==> config.mk <==
export PLATFORM = sky130hd
export DESIGN_NAME = go_back_n_sender
export DESIGN_NICKNAME = d
export VERILOG_FILES = /design/src/rtl/gbn_pkg.sv /design/src/rtl/gbn_div.sv /design/src/rtl/go_back_n_sender.sv
export SDC_FILE = /design/constraint.sdc
export NUM_CORES = 2
export LEC_CHECK = 0
export BUFFER_PORTS_ARGS = -buffer_cell sky130_fd_sc_hd__buf_2
export CAP_MARGIN = 25
export CORE_UTILIZATION = 60
export CTS_CLUSTER_SIZE = 30
export DETAILED_ROUTE_END_ITERATION = 10
export HOLD_SLACK_MARGIN = 0.15
export PLACE_DENSITY = 0.89
export SETUP_SLACK_MARGIN = 0.1
export SLEW_MARGIN = 20
export SYNTH_ARGS = -nofsm -noshare
export SYNTH_HDL_FRONTEND = slang
export SYNTH_HIERARCHICAL = 1
export SYNTH_SLANG_ARGS = --single-unit
==> constraint.sdc <==
create_clock -name clk -period 21.5 [get_ports clk]
set_clock_uncertainty 0.15 [all_clocks]
set_input_delay 5.375 -clock clk [delete_from_list [all_inputs] [get_ports clk]]
set_output_delay 5.375 -clock clk [all_outputs]
set_load 0.1 [all_outputs]
==> src/rtl/gbn_pkg.sv <==
package gbn_pkg;

    // Field widths
    localparam int DATA_W     = 31;
    localparam int CHUNK_W    = 9;
    localparam int WSIZE_W    = 5;
    localparam int TRIES_W    = 4;
    localparam int SEQ_W      = 32;
    localparam int KIND_W     = 2;
    localparam int OP_W       = 2;
    localparam int CFG_IDX_W  = 4;
    localparam int CFG_DATA_W = 32;
    localparam int PROD_W     = DATA_W + CHUNK_W;

    // Divider sequencing: one quotient bit per cycle
    localparam int DIV_STEPS = DATA_W;
    localparam int DIV_CNT_W = $clog2(DIV_STEPS + 1);

    // Sequencer states
    typedef enum logic [2:0] {
        ST_IDLE,
        ST_DIV,
        ST_CHECK,
        ST_MUL,
        ST_EMIT
    } state_t;

    // Transfer phase
    typedef enum logic [1:0] {
        PH_IDLE,
        PH_RUN,
        PH_DONE
    } phase_t;

    // Event opcodes
    localparam logic [OP_W-1:0] OP_START   = 2'd0;
    localparam logic [OP_W-1:0] OP_ACK     = 2'd1;
    localparam logic [OP_W-1:0] OP_TIMEOUT = 2'd2;

    // Result kinds
    localparam logic [KIND_W-1:0] KIND_DATA     = 2'd0;
    localparam logic [KIND_W-1:0] KIND_TEARDOWN = 2'd1;
    localparam logic [KIND_W-1:0] KIND_GIVEUP   = 2'd2;

    // Configuration register indexes
    localparam logic [CFG_IDX_W-1:0] CFG_CHUNK  = 4'd0;
    localparam logic [CFG_IDX_W-1:0] CFG_WINDOW = 4'd1;
    localparam logic [CFG_IDX_W-1:0] CFG_DATA   = 4'd2;
    localparam logic [CFG_IDX_W-1:0] CFG_TRIES  = 4'd3;

    // Configuration reset values
    localparam logic [CHUNK_W-1:0] CHUNK_RST  = 9'd1;
    localparam logic [WSIZE_W-1:0] WINDOW_RST = 5'd1;
    localparam logic [DATA_W-1:0]  DATA_RST   = 31'd1;
    localparam logic [TRIES_W-1:0] TRIES_RST  = 4'd10;

    // Protocol constants
    localparam logic [31:0]        ACK_TYPE_ACK = 32'd2;
    localparam logic [TRIES_W-1:0] TRIES_SAT    = 4'd15;

endpackage

==> src/rtl/gbn_div.sv <==
// Restoring divider: data size over chunk size, one quotient bit per cycle
module gbn_div
    import gbn_pkg::*;
(
    input  logic               clk,
    input  logic               rst_n,
    input  logic               go,
    input  logic [DATA_W-1:0]  dividend,
    input  logic [CHUNK_W-1:0] divisor,
    output logic               done,
    output logic [DATA_W-1:0]  quot,
    output logic [CHUNK_W-1:0] rem
);

    logic                 busy_reg, busy_next;
    logic                 done_reg, done_next;
    logic [DIV_CNT_W-1:0] cnt_reg, cnt_next;
    logic [CHUNK_W-1:0]   acc_reg, acc_next;
    logic [DATA_W-1:0]    q_reg, q_next;
    logic [CHUNK_W-1:0]   dvs_reg, dvs_next;
    logic [CHUNK_W:0]     trial;
    logic [CHUNK_W:0]     diff;
    logic                 fits;

    // Shared subtract and compare for one bit
    always_comb
    begin
        trial = {acc_reg, q_reg[DATA_W-1]};
        diff  = trial - {1'b0, dvs_reg};
        fits  = trial >= {1'b0, dvs_reg};
    end

    // Sequence the steps
    always_comb
    begin
        busy_next = busy_reg;
        done_next = 1'b0;
        cnt_next  = cnt_reg;
        acc_next  = acc_reg;
        q_next    = q_reg;
        dvs_next  = dvs_reg;
        if (go)
        begin
            busy_next = 1'b1;
            cnt_next  = DIV_CNT_W'(DIV_STEPS);
            acc_next  = '0;
            q_next    = dividend;
            dvs_next  = divisor;
        end
        else if (busy_reg)
        begin
            acc_next = fits ? diff[CHUNK_W-1:0] : trial[CHUNK_W-1:0];
            q_next   = {q_reg[DATA_W-2:0], fits};
            cnt_next = cnt_reg - DIV_CNT_W'(1);
            if (cnt_reg == DIV_CNT_W'(1))
            begin
                busy_next = 1'b0;
                done_next = 1'b1;
            end
        end
    end

    always_ff @(posedge clk or negedge rst_n)
    begin
        if (!rst_n)
        begin
            busy_reg <= 1'b0;
            done_reg <= 1'b0;
            cnt_reg  <= '0;
        end
        else
        begin
            busy_reg <= busy_next;
            done_reg <= done_next;
            cnt_reg  <= cnt_next;
        end
    end

    always_ff @(posedge clk)
    begin
        acc_reg <= acc_next;
        q_reg   <= q_next;
        dvs_reg <= dvs_next;
    end

    assign done = done_reg;
    assign quot = q_reg;
    assign rem  = acc_reg;

endmodule

==> src/rtl/go_back_n_sender.sv <==
// Go-back-N ARQ sender control. Events come in on the input channel (start,
// ack, timeout) and each one yields zero or more result words: data packet
// descriptors, or one teardown or give-up word, the final word of an event
// marked by last. The block takes one event at a time; in_ready is low until
// the event has been fully worked off. A start runs a bit-serial divider for
// packet_total = ceil(data_size / chunk_size), 31 steps, before the window
// begins. Every data descriptor then takes an offset multiply step and then
// a step to load the output register. An ack or timeout that sends a window
// of W packets, or a start, holds in_ready low until the last descriptor of
// that window is loaded, longer if the consumer stalls the output. After a
// write to chunk_size or data_size, the next event that sends a window first
// reruns the divider to refresh the short-packet length. Configuration is
// taken at any time on the cfg channel (cfg_ready is tied high) but must
// only be written while no event is in progress.
module go_back_n_sender
    import gbn_pkg::*;
#(
    parameter int WINDOW_MAX = 16
)
(
    input  logic                  clk,
    input  logic                  rst_n,
    // configuration
    input  logic                  cfg_valid,
    output logic                  cfg_ready,
    input  logic [CFG_IDX_W-1:0]  cfg_index,
    input  logic [CFG_DATA_W-1:0] cfg_data,
    // events
    input  logic                  in_valid,
    output logic                  in_ready,
    input  logic [OP_W-1:0]       opcode,
    input  logic [31:0]           ack_type,
    input  logic signed [31:0]    ack_seq,
    // results
    output logic                  out_valid,
    input  logic                  out_ready,
    output logic [KIND_W-1:0]     kind,
    output logic [DATA_W-1:0]     seq_no,
    output logic [DATA_W-1:0]     byte_offset,
    output logic [CHUNK_W-1:0]    length,
    output logic                  last
);

    localparam int WIN_W = $clog2(WINDOW_MAX + 1);

    // Configuration registers
    logic [CHUNK_W-1:0] chunk_reg;
    logic [WSIZE_W-1:0] window_reg;
    logic [DATA_W-1:0]  data_reg;
    logic [TRIES_W-1:0] tries_reg;

    // Sequencer and transfer state
    state_t                    state_reg, state_next;
    phase_t                    phase_reg, phase_next;
    logic signed [SEQ_W-1:0]   base_reg, base_next;
    logic signed [SEQ_W-1:0]   hs_reg, hs_next;
    logic signed [SEQ_W-1:0]   ha_reg, ha_next;
    logic signed [SEQ_W-1:0]   pt_reg, pt_next;
    logic [TRIES_W-1:0]        retry_reg, retry_next;
    logic                      pend_reg, pend_next;
    logic [CHUNK_W-1:0]        rem_reg, rem_next;
    logic                      rem_ok_reg, rem_ok_next;
    logic                      upd_pt_reg, upd_pt_next;
    logic [WIN_W-1:0]          ctr_reg, ctr_next;
    logic [DATA_W-1:0]         seq_reg, seq_next;
    logic [PROD_W-1:0]         prod_reg, prod_next;

    // Output register
    logic                      out_valid_reg, out_valid_next;
    logic [KIND_W-1:0]         kind_reg, kind_next;
    logic [DATA_W-1:0]         seq_no_reg, seq_no_next;
    logic [DATA_W-1:0]         offset_reg, offset_next;
    logic [CHUNK_W-1:0]        length_reg, length_next;
    logic                      last_reg, last_next;

    // Divider hookup
    logic                      div_go;
    logic                      div_done;
    logic [DATA_W-1:0]         div_quot;
    logic [CHUNK_W-1:0]        div_rem;

    // Derived values
    logic [CHUNK_W-1:0]        chunk_eff;
    logic [WIN_W-1:0]          win;
    logic                      win_zero;
    logic                      in_fire;
    logic                      out_free;
    logic                      cfg_fire;
    logic                      done_cond;
    logic                      giveup_cond;
    logic                      ack_hit;
    logic signed [SEQ_W-1:0]   pt_m1;
    logic [DATA_W-1:0]         seq_calc;
    logic signed [PROD_W:0]    room;
    logic [CHUNK_W-1:0]        len_calc;
    logic                      emit_last;

    assign cfg_ready = 1'b1;
    assign cfg_fire  = cfg_valid && cfg_ready;
    assign in_ready  = (state_reg == ST_IDLE);
    assign in_fire   = in_valid && in_ready;
    assign out_free  = !out_valid_reg || out_ready;

    // Clamp chunk and window, evaluate end conditions and per-packet values
    always_comb
    begin
        chunk_eff   = (chunk_reg == '0) ? CHUNK_W'(1) : chunk_reg;
        win         = (32'(window_reg) > 32'(WINDOW_MAX)) ? WIN_W'(WINDOW_MAX)
                                                           : WIN_W'(window_reg);
        win_zero    = (win == '0);
        pt_m1       = pt_reg - 32'sd1;
        done_cond   = (ha_reg >= pt_m1);
        giveup_cond = (retry_reg >= tries_reg);
        ack_hit     = (ack_type == ACK_TYPE_ACK) && (ack_seq > ha_reg);
        seq_calc    = base_reg[DATA_W-1:0] + DATA_W'(ctr_reg);
        room        = $signed({10'b0, data_reg}) - $signed({1'b0, prod_reg});
        len_calc    = (room >= $signed({32'b0, chunk_eff})) ? chunk_eff : rem_reg;
        emit_last   = (ctr_reg == win - WIN_W'(1))
                      || ({1'b0, seq_reg} == $unsigned(pt_m1));
    end

    // Next state
    always_comb
    begin
        state_next = state_reg;
        unique case (state_reg)
            ST_IDLE:
            begin
                if (in_fire)
                begin
                    if (opcode == OP_START)
                        state_next = ST_DIV;
                    else if ((opcode == OP_ACK || opcode == OP_TIMEOUT)
                             && phase_reg == PH_RUN)
                        state_next = ST_CHECK;
                end
            end
            ST_DIV:
            begin
                if (div_done)
                    state_next = ST_CHECK;
            end
            ST_CHECK:
            begin
                if (done_cond || giveup_cond)
                begin
                    if (out_free)
                        state_next = ST_IDLE;
                end
                else if (pend_reg)
                begin
                    if (!rem_ok_reg)
                        state_next = ST_DIV;
                    else if (win_zero)
                        state_next = ST_IDLE;
                    else
                        state_next = ST_MUL;
                end
                else
                    state_next = ST_IDLE;
            end
            ST_MUL:
                state_next = ST_EMIT;
            ST_EMIT:
            begin
                if (out_free)
                    state_next = emit_last ? ST_IDLE : ST_MUL;
            end
            default:
                state_next = ST_IDLE;
        endcase
    end

    // Datapath and outputs per state
    always_comb
    begin
        phase_next     = phase_reg;
        base_next      = base_reg;
        hs_next        = hs_reg;
        ha_next        = ha_reg;
        pt_next        = pt_reg;
        retry_next     = retry_reg;
        pend_next      = pend_reg;
        rem_next       = rem_reg;
        rem_ok_next    = rem_ok_reg;
        upd_pt_next    = upd_pt_reg;
        ctr_next       = ctr_reg;
        seq_next       = seq_reg;
        prod_next      = prod_reg;
        kind_next      = kind_reg;
        seq_no_next    = seq_no_reg;
        offset_next    = offset_reg;
        length_next    = length_reg;
        last_next      = last_reg;
        out_valid_next = out_ready ? 1'b0 : out_valid_reg;
        div_go         = 1'b0;

        // Drop the cached remainder when its operands change
        if (cfg_fire && (cfg_index == CFG_CHUNK || cfg_index == CFG_DATA))
            rem_ok_next = 1'b0;

        unique case (state_reg)
            ST_IDLE:
            begin
                if (in_fire)
                begin
                    case (opcode)
                        OP_START:
                        begin
                            base_next   = '0;
                            hs_next     = -32'sd1;
                            ha_next     = -32'sd1;
                            retry_next  = '0;
                            pend_next   = 1'b1;
                            phase_next  = PH_RUN;
                            upd_pt_next = 1'b1;
                            div_go      = 1'b1;
                        end
                        OP_ACK:
                        begin
                            if (phase_reg == PH_RUN && ack_hit)
                            begin
                                ha_next    = ha_reg + 32'sd1;
                                base_next  = ha_reg + 32'sd2;
                                retry_next = '0;
                                pend_next  = ((ha_reg + 32'sd1) == hs_reg);
                            end
                        end
                        OP_TIMEOUT:
                        begin
                            if (phase_reg == PH_RUN)
                            begin
                                if (retry_reg != TRIES_SAT)
                                    retry_next = retry_reg + TRIES_W'(1);
                                pend_next = 1'b1;
                            end
                        end
                        default:
                        begin
                        end
                    endcase
                end
            end
            ST_DIV:
            begin
                if (div_done)
                begin
                    rem_next    = div_rem;
                    rem_ok_next = 1'b1;
                    if (upd_pt_reg)
                        pt_next = $signed({1'b0, div_quot} + {31'b0, |div_rem});
                end
            end
            ST_CHECK:
            begin
                if (done_cond || giveup_cond)
                begin
                    // Final word: teardown wins over give-up
                    if (out_free)
                    begin
                        out_valid_next = 1'b1;
                        kind_next      = done_cond ? KIND_TEARDOWN : KIND_GIVEUP;
                        seq_no_next    = '0;
                        offset_next    = '0;
                        length_next    = '0;
                        last_next      = 1'b1;
                        phase_next     = PH_DONE;
                    end
                end
                else if (pend_reg)
                begin
                    if (!rem_ok_reg)
                    begin
                        upd_pt_next = 1'b0;
                        div_go      = 1'b1;
                    end
                    else
                    begin
                        pend_next = 1'b0;
                        ctr_next  = '0;
                    end
                end
            end
            ST_MUL:
            begin
                // Compute the payload offset of this packet
                seq_next  = seq_calc;
                prod_next = PROD_W'(seq_calc) * PROD_W'(chunk_eff);
            end
            ST_EMIT:
            begin
                if (out_free)
                begin
                    out_valid_next = 1'b1;
                    kind_next      = KIND_DATA;
                    seq_no_next    = seq_reg;
                    offset_next    = prod_reg[DATA_W-1:0];
                    length_next    = len_calc;
                    last_next      = emit_last;
                    if ($signed({1'b0, seq_reg}) > hs_reg)
                        hs_next = $signed({1'b0, seq_reg});
                    ctr_next = ctr_reg + WIN_W'(1);
                end
            end
            default:
            begin
            end
        endcase
    end

    // Configuration writes
    always_ff @(posedge clk or negedge rst_n)
    begin
        if (!rst_n)
        begin
            chunk_reg  <= CHUNK_RST;
            window_reg <= WINDOW_RST;
            data_reg   <= DATA_RST;
            tries_reg  <= TRIES_RST;
        end
        else if (cfg_fire)
        begin
            case (cfg_index)
                CFG_CHUNK:  chunk_reg  <= cfg_data[CHUNK_W-1:0];
                CFG_WINDOW: window_reg <= cfg_data[WSIZE_W-1:0];
                CFG_DATA:   data_reg   <= cfg_data[DATA_W-1:0];
                CFG_TRIES:  tries_reg  <= cfg_data[TRIES_W-1:0];
                default:
                begin
                end
            endcase
        end
    end

    // Control state
    always_ff @(posedge clk or negedge rst_n)
    begin
        if (!rst_n)
        begin
            state_reg     <= ST_IDLE;
            phase_reg     <= PH_IDLE;
            base_reg      <= '0;
            hs_reg        <= -32'sd1;
            ha_reg        <= -32'sd1;
            pt_reg        <= '0;
            retry_reg     <= '0;
            pend_reg      <= 1'b1;
            rem_ok_reg    <= 1'b0;
            upd_pt_reg    <= 1'b0;
            ctr_reg       <= '0;
            out_valid_reg <= 1'b0;
        end
        else
        begin
            state_reg     <= state_next;
            phase_reg     <= phase_next;
            base_reg      <= base_next;
            hs_reg        <= hs_next;
            ha_reg        <= ha_next;
            pt_reg        <= pt_next;
            retry_reg     <= retry_next;
            pend_reg      <= pend_next;
            rem_ok_reg    <= rem_ok_next;
            upd_pt_reg    <= upd_pt_next;
            ctr_reg       <= ctr_next;
            out_valid_reg <= out_valid_next;
        end
    end

    // Payload registers
    always_ff @(posedge clk)
    begin
        rem_reg    <= rem_next;
        seq_reg    <= seq_next;
        prod_reg   <= prod_next;
        kind_reg   <= kind_next;
        seq_no_reg <= seq_no_next;
        offset_reg <= offset_next;
        length_reg <= length_next;
        last_reg   <= last_next;
    end

    gbn_div u_div (
        .clk      (clk),
        .rst_n    (rst_n),
        .go       (div_go),
        .dividend (data_reg),
        .divisor  (chunk_eff),
        .done     (div_done),
        .quot     (div_quot),
        .rem      (div_rem)
    );

    assign out_valid   = out_valid_reg;
    assign kind        = kind_reg;
    assign seq_no      = seq_no_reg;
    assign byte_offset = offset_reg;
    assign length      = length_reg;
    assign last        = last_reg;

endmodule

==> metrics <==
Fmax around 0.11 GHz; most instantiated flip-flop cell in the synthesis netlist sky130_fd_sc_hd__edfxtp_1; clock transition at the registers of the reported paths 70 ps; met3 demand-to-capacity share in global routing 0.0935; Final Hold Violating Endpoints 0; type of origin of the critical path register; routed vias/inst around 6.4; launch instance of the worst min-delay path phase_reg[1]$_DFFE_PN0P_; highest-delay cell along the critical path sky130_fd_sc_hd__xnor2_1; remaining routing DRC violations 0; number of iterations in the first detailed-routing pass 6; Worst Max-Slew Pin Slew about 1200 ps; later-pin clock latency in the skew report between 600 and 700 ps; DRT iter0 DRCs 3236; filler instances 3945; most frequent cells in the layout sky130_fd_sc_hd__inv_1 (406), sky130_fd_sc_hd__nand2_1 (379), sky130_fd_sc_hd__nor2_1 (287); final setup violation count 0; Register-to-Register Setup Slack 12100 ps; post-layout net count between 4000 and 5000; routing usage on met1 0.442; crit path time final around 9400 ps; number of buffers inserted to repair setup after CTS 0; TritonCTS clock tree built; data arrival at the endpoint of the critical path 9610 ps; remaining max-slew budget at the tightest pin 0.162; number of flip-flops in the largest register 40; number of antenna violations at the first check in global routing 1; # H-tree levels 2; grt ovf 0; global-route usage over all layers 0.358; type of the most critical hold path reg2reg; data required time at the worst endpoint 21710 ps; area growth from synthesis to layout 9.51%; wire length of the first global-routing pass 156000 um; height of the chip around 240 um; total number of vias between 20000 and 30000; effective utilization at floorplan 0.613; die span in x 237 um; Crit. End Element register; Post-synth EDFFs a little under 200; setup repair after global routing missed its margin no; capture endpoint of the worst hold path phase_reg[1]$_DFFE_PN0P_; sequential share of the synthesized area 0.334; wire length reported by the detailed router 100000 um; post-CTS sizing 0; Synth Area per Inst 9.42 sq um; startpoint of the worst register-to-register path ctr_reg[0]$_DFFE_PN0P_; Max Cap Violations 0; most congested layer reported by global routing met2; adder and majority gate portion of the synthesized area 0.210; final antenna-violating net count 0; gpl congestion 1.01; run status completed; Simple-Gate Fraction of Synth Area 0.179; footprint of the multi-input gates ~20000 sq um; maximum buffer depth of the clock tree 3; number of flip-flops and latches in the synthesized netlist 404; maximum number of pins on one net before global-route repair 80; vias in the first global route 28086; syn_nets 4074; average wire per standard cell 22.8 um; maximum fanout along the worst path 10; die area 56400 sq um; estimated wirelength of the detail-placed design 73500 um; total of buffers placed on input and output ports ~180; area of the mapped netlist 33300 sq um; commonest non-fill, non-tap cell in the layout sky130_fd_sc_hd__inv_1; async set-or-reset flop fraction in the synthesized netlist 0.498; GRT met2 Usage 0.568; site row count 85; count of pins on the block boundary 184; CTS Root Cell sky130_fd_sc_hd__clkbuf_16; total negative setup slack 0 ps; TritonCTS buffer count 45; Synthesis Warnings 6; maximum single-stage delay on the critical path 920 ps; share of post-route cells with drive strength above 1 0.142; worst hold stages 2; startpoint-to-endpoint class of the critical path reg2reg; proportion of synthesized area in mux cells 0.0419; Hold Buf Count CTS 0; Max Slew Vio Count 0; Reg2Reg Capture Point prod_reg[38]$_DFFE_PP_; distinct cell type count after synthesis 99; share of the synthesized netlist area taken by xor and xnor gates 0.0664; final worst path period share 0.437; CTS Sinks slightly above 400; Register Area 11100 sq um; complex-gate fraction of the synthesized area 0.105; area inside the core boundary 54200 sq um; dominant combinational cell family by area after synthesis adder cells; number of cells traversed by the worst register-to-register path 30; synthesized instance count approximately 3500
-- logic make-up (layout without fill, tap and decap cells) --
logic type                 after synthesis  after routing
xor gates and xnor gates               252            252
DFF                                    404            404
and+or+nand+nor                       1233           1233
adders and majority gates              435            435
muxes                                  125            125
other                                    1              2
buffers and inverters                  550            715
AOI/OAI and AO/OA                      532            532
-- final cells by class --
cell class	instances	area share
diodes	1	0.0000687
well taps	696	0.0239
inverters	410	0.0423
multi-input cells	2578	0.552
flip-flops and latches	404	0.305
repair buffers	221	0.0342
clock inverters	28	0.00900
clock buffers	56	0.0335
-- cells in the mapped netlist (7+ instances only) --
cell type / instances / area (sq um)
sky130_fd_sc_hd__o221ai_1: 12 / 105
sky130_fd_sc_hd__mux2i_1: 12 / 120
sky130_fd_sc_hd__nand4b_1: 7 / 61.3
sky130_fd_sc_hd__o211ai_1: 16 / 120
sky130_fd_sc_hd__xor2_1: 86 / 753
sky130_fd_sc_hd__a31oi_1: 25 / 156
sky130_fd_sc_hd__edfxtp_1: 194 / 5830
sky130_fd_sc_hd__buf_1: 10 / 37.5
sky130_fd_sc_hd__nor2b_1: 22 / 138
sky130_fd_sc_hd__a211oi_1: 25 / 188
sky130_fd_sc_hd__nand3_1: 124 / 621
sky130_fd_sc_hd__mux2_2: 113 / 1270
sky130_fd_sc_hd__nand2_1: 380 / 1430
sky130_fd_sc_hd__a21o_1: 68 / 510
sky130_fd_sc_hd__o21bai_1: 8 / 60.1
sky130_fd_sc_hd__and3_1: 56 / 350
sky130_fd_sc_hd__o2111ai_1: 9 / 78.8
sky130_fd_sc_hd__a22oi_1: 7 / 52.6
sky130_fd_sc_hd__nand2b_1: 33 / 206
sky130_fd_sc_hd__o21ai_0: 128 / 641
sky130_fd_sc_hd__nor4b_1: 9 / 78.8
sky130_fd_sc_hd__or3_1: 16 / 100
sky130_fd_sc_hd__or4_1: 12 / 90.1
sky130_fd_sc_hd__dfrtp_1: 131 / 3280
sky130_fd_sc_hd__nor2_1: 288 / 1080
sky130_fd_sc_hd__a21oi_1: 139 / 696
sky130_fd_sc_hd__ha_1: 228 / 2850
sky130_fd_sc_hd__fa_1: 207 / 4140
sky130_fd_sc_hd__nor3_1: 59 / 295
sky130_fd_sc_hd__nand3b_1: 7 / 52.6
sky130_fd_sc_hd__dfxtp_1: 9 / 180
sky130_fd_sc_hd__clkbuf_1: 125 / 469
sky130_fd_sc_hd__nor4_1: 46 / 288
sky130_fd_sc_hd__dfstp_2: 70 / 1840
sky130_fd_sc_hd__or2_2: 10 / 62.6
sky130_fd_sc_hd__o21a_1: 17 / 128
sky130_fd_sc_hd__inv_1: 406 / 1520
sky130_fd_sc_hd__and2_1: 77 / 482
sky130_fd_sc_hd__xnor2_1: 166 / 1450
sky130_fd_sc_hd__nand4_1: 56 / 350
-- worst max-delay path by stage --
stage / from / endpoint / depth (start not counted)
after global routing: ctr_reg[0]$_DFFE_PN0P_ / prod_reg[38]$_DFFE_PP_ / 30
after floorplan: ack_seq[26] / ha_reg[15]$_DFFE_PN1P_ / 10
after CTS: ctr_reg[0]$_DFFE_PN0P_ / prod_reg[38]$_DFFE_PP_ / 30
after global placement: ack_seq[31] / retry_reg[2]$_DFFE_PN0P_ / 12
after detailed placement: ack_seq[31] / retry_reg[2]$_DFFE_PN0P_ / 12
final: ctr_reg[0]$_DFFE_PN0P_ / prod_reg[38]$_DFFE_PP_ / 30
-- worst max-delay path, delay by kind of cell (launching register included) --
family / cells / cell delay [ps]
flip-flops: 1 / 560
AO/OA/AOI/OAI: 14 / 3110
XOR/XNOR: 1 / 920
AND/OR/NAND/NOR: 3 / 960
adder cells (fa/ha/maj): 7 / 3130
buffers and inverters: 5 / 300
-- metrics by stage --
step | hold WS [ps] | setup slack [ps] | util | instances | area (sq um)
after detailed placement | 324 | 12230 | 0.642 | 4306 | 34800
after global routing | 361 | 11800 | 0.671 | 4393 | 36400
after floorplan | 295 | 12830 | - | 3532 | 33300
after CTS | 340 | 12370 | 0.670 | 4390 | 36400
after global placement | 313 | 12270 | 0.642 | 4306 | 34800
final | 338 | 12100 | 0.671 | 4394 | 36400
-- layer usage --
layer | wire length (um) | part of all wire
met1 | 36300 | 0.36
met2 | 45600 | 0.45
met3 | 11500 | 0.11
met4 | 6840 | 0.068
met5 | 0 | 0
Power is left out: the tool's default activity adds up to more than one toggle a clock period on the data nets, which glitch-free logic cannot reach.
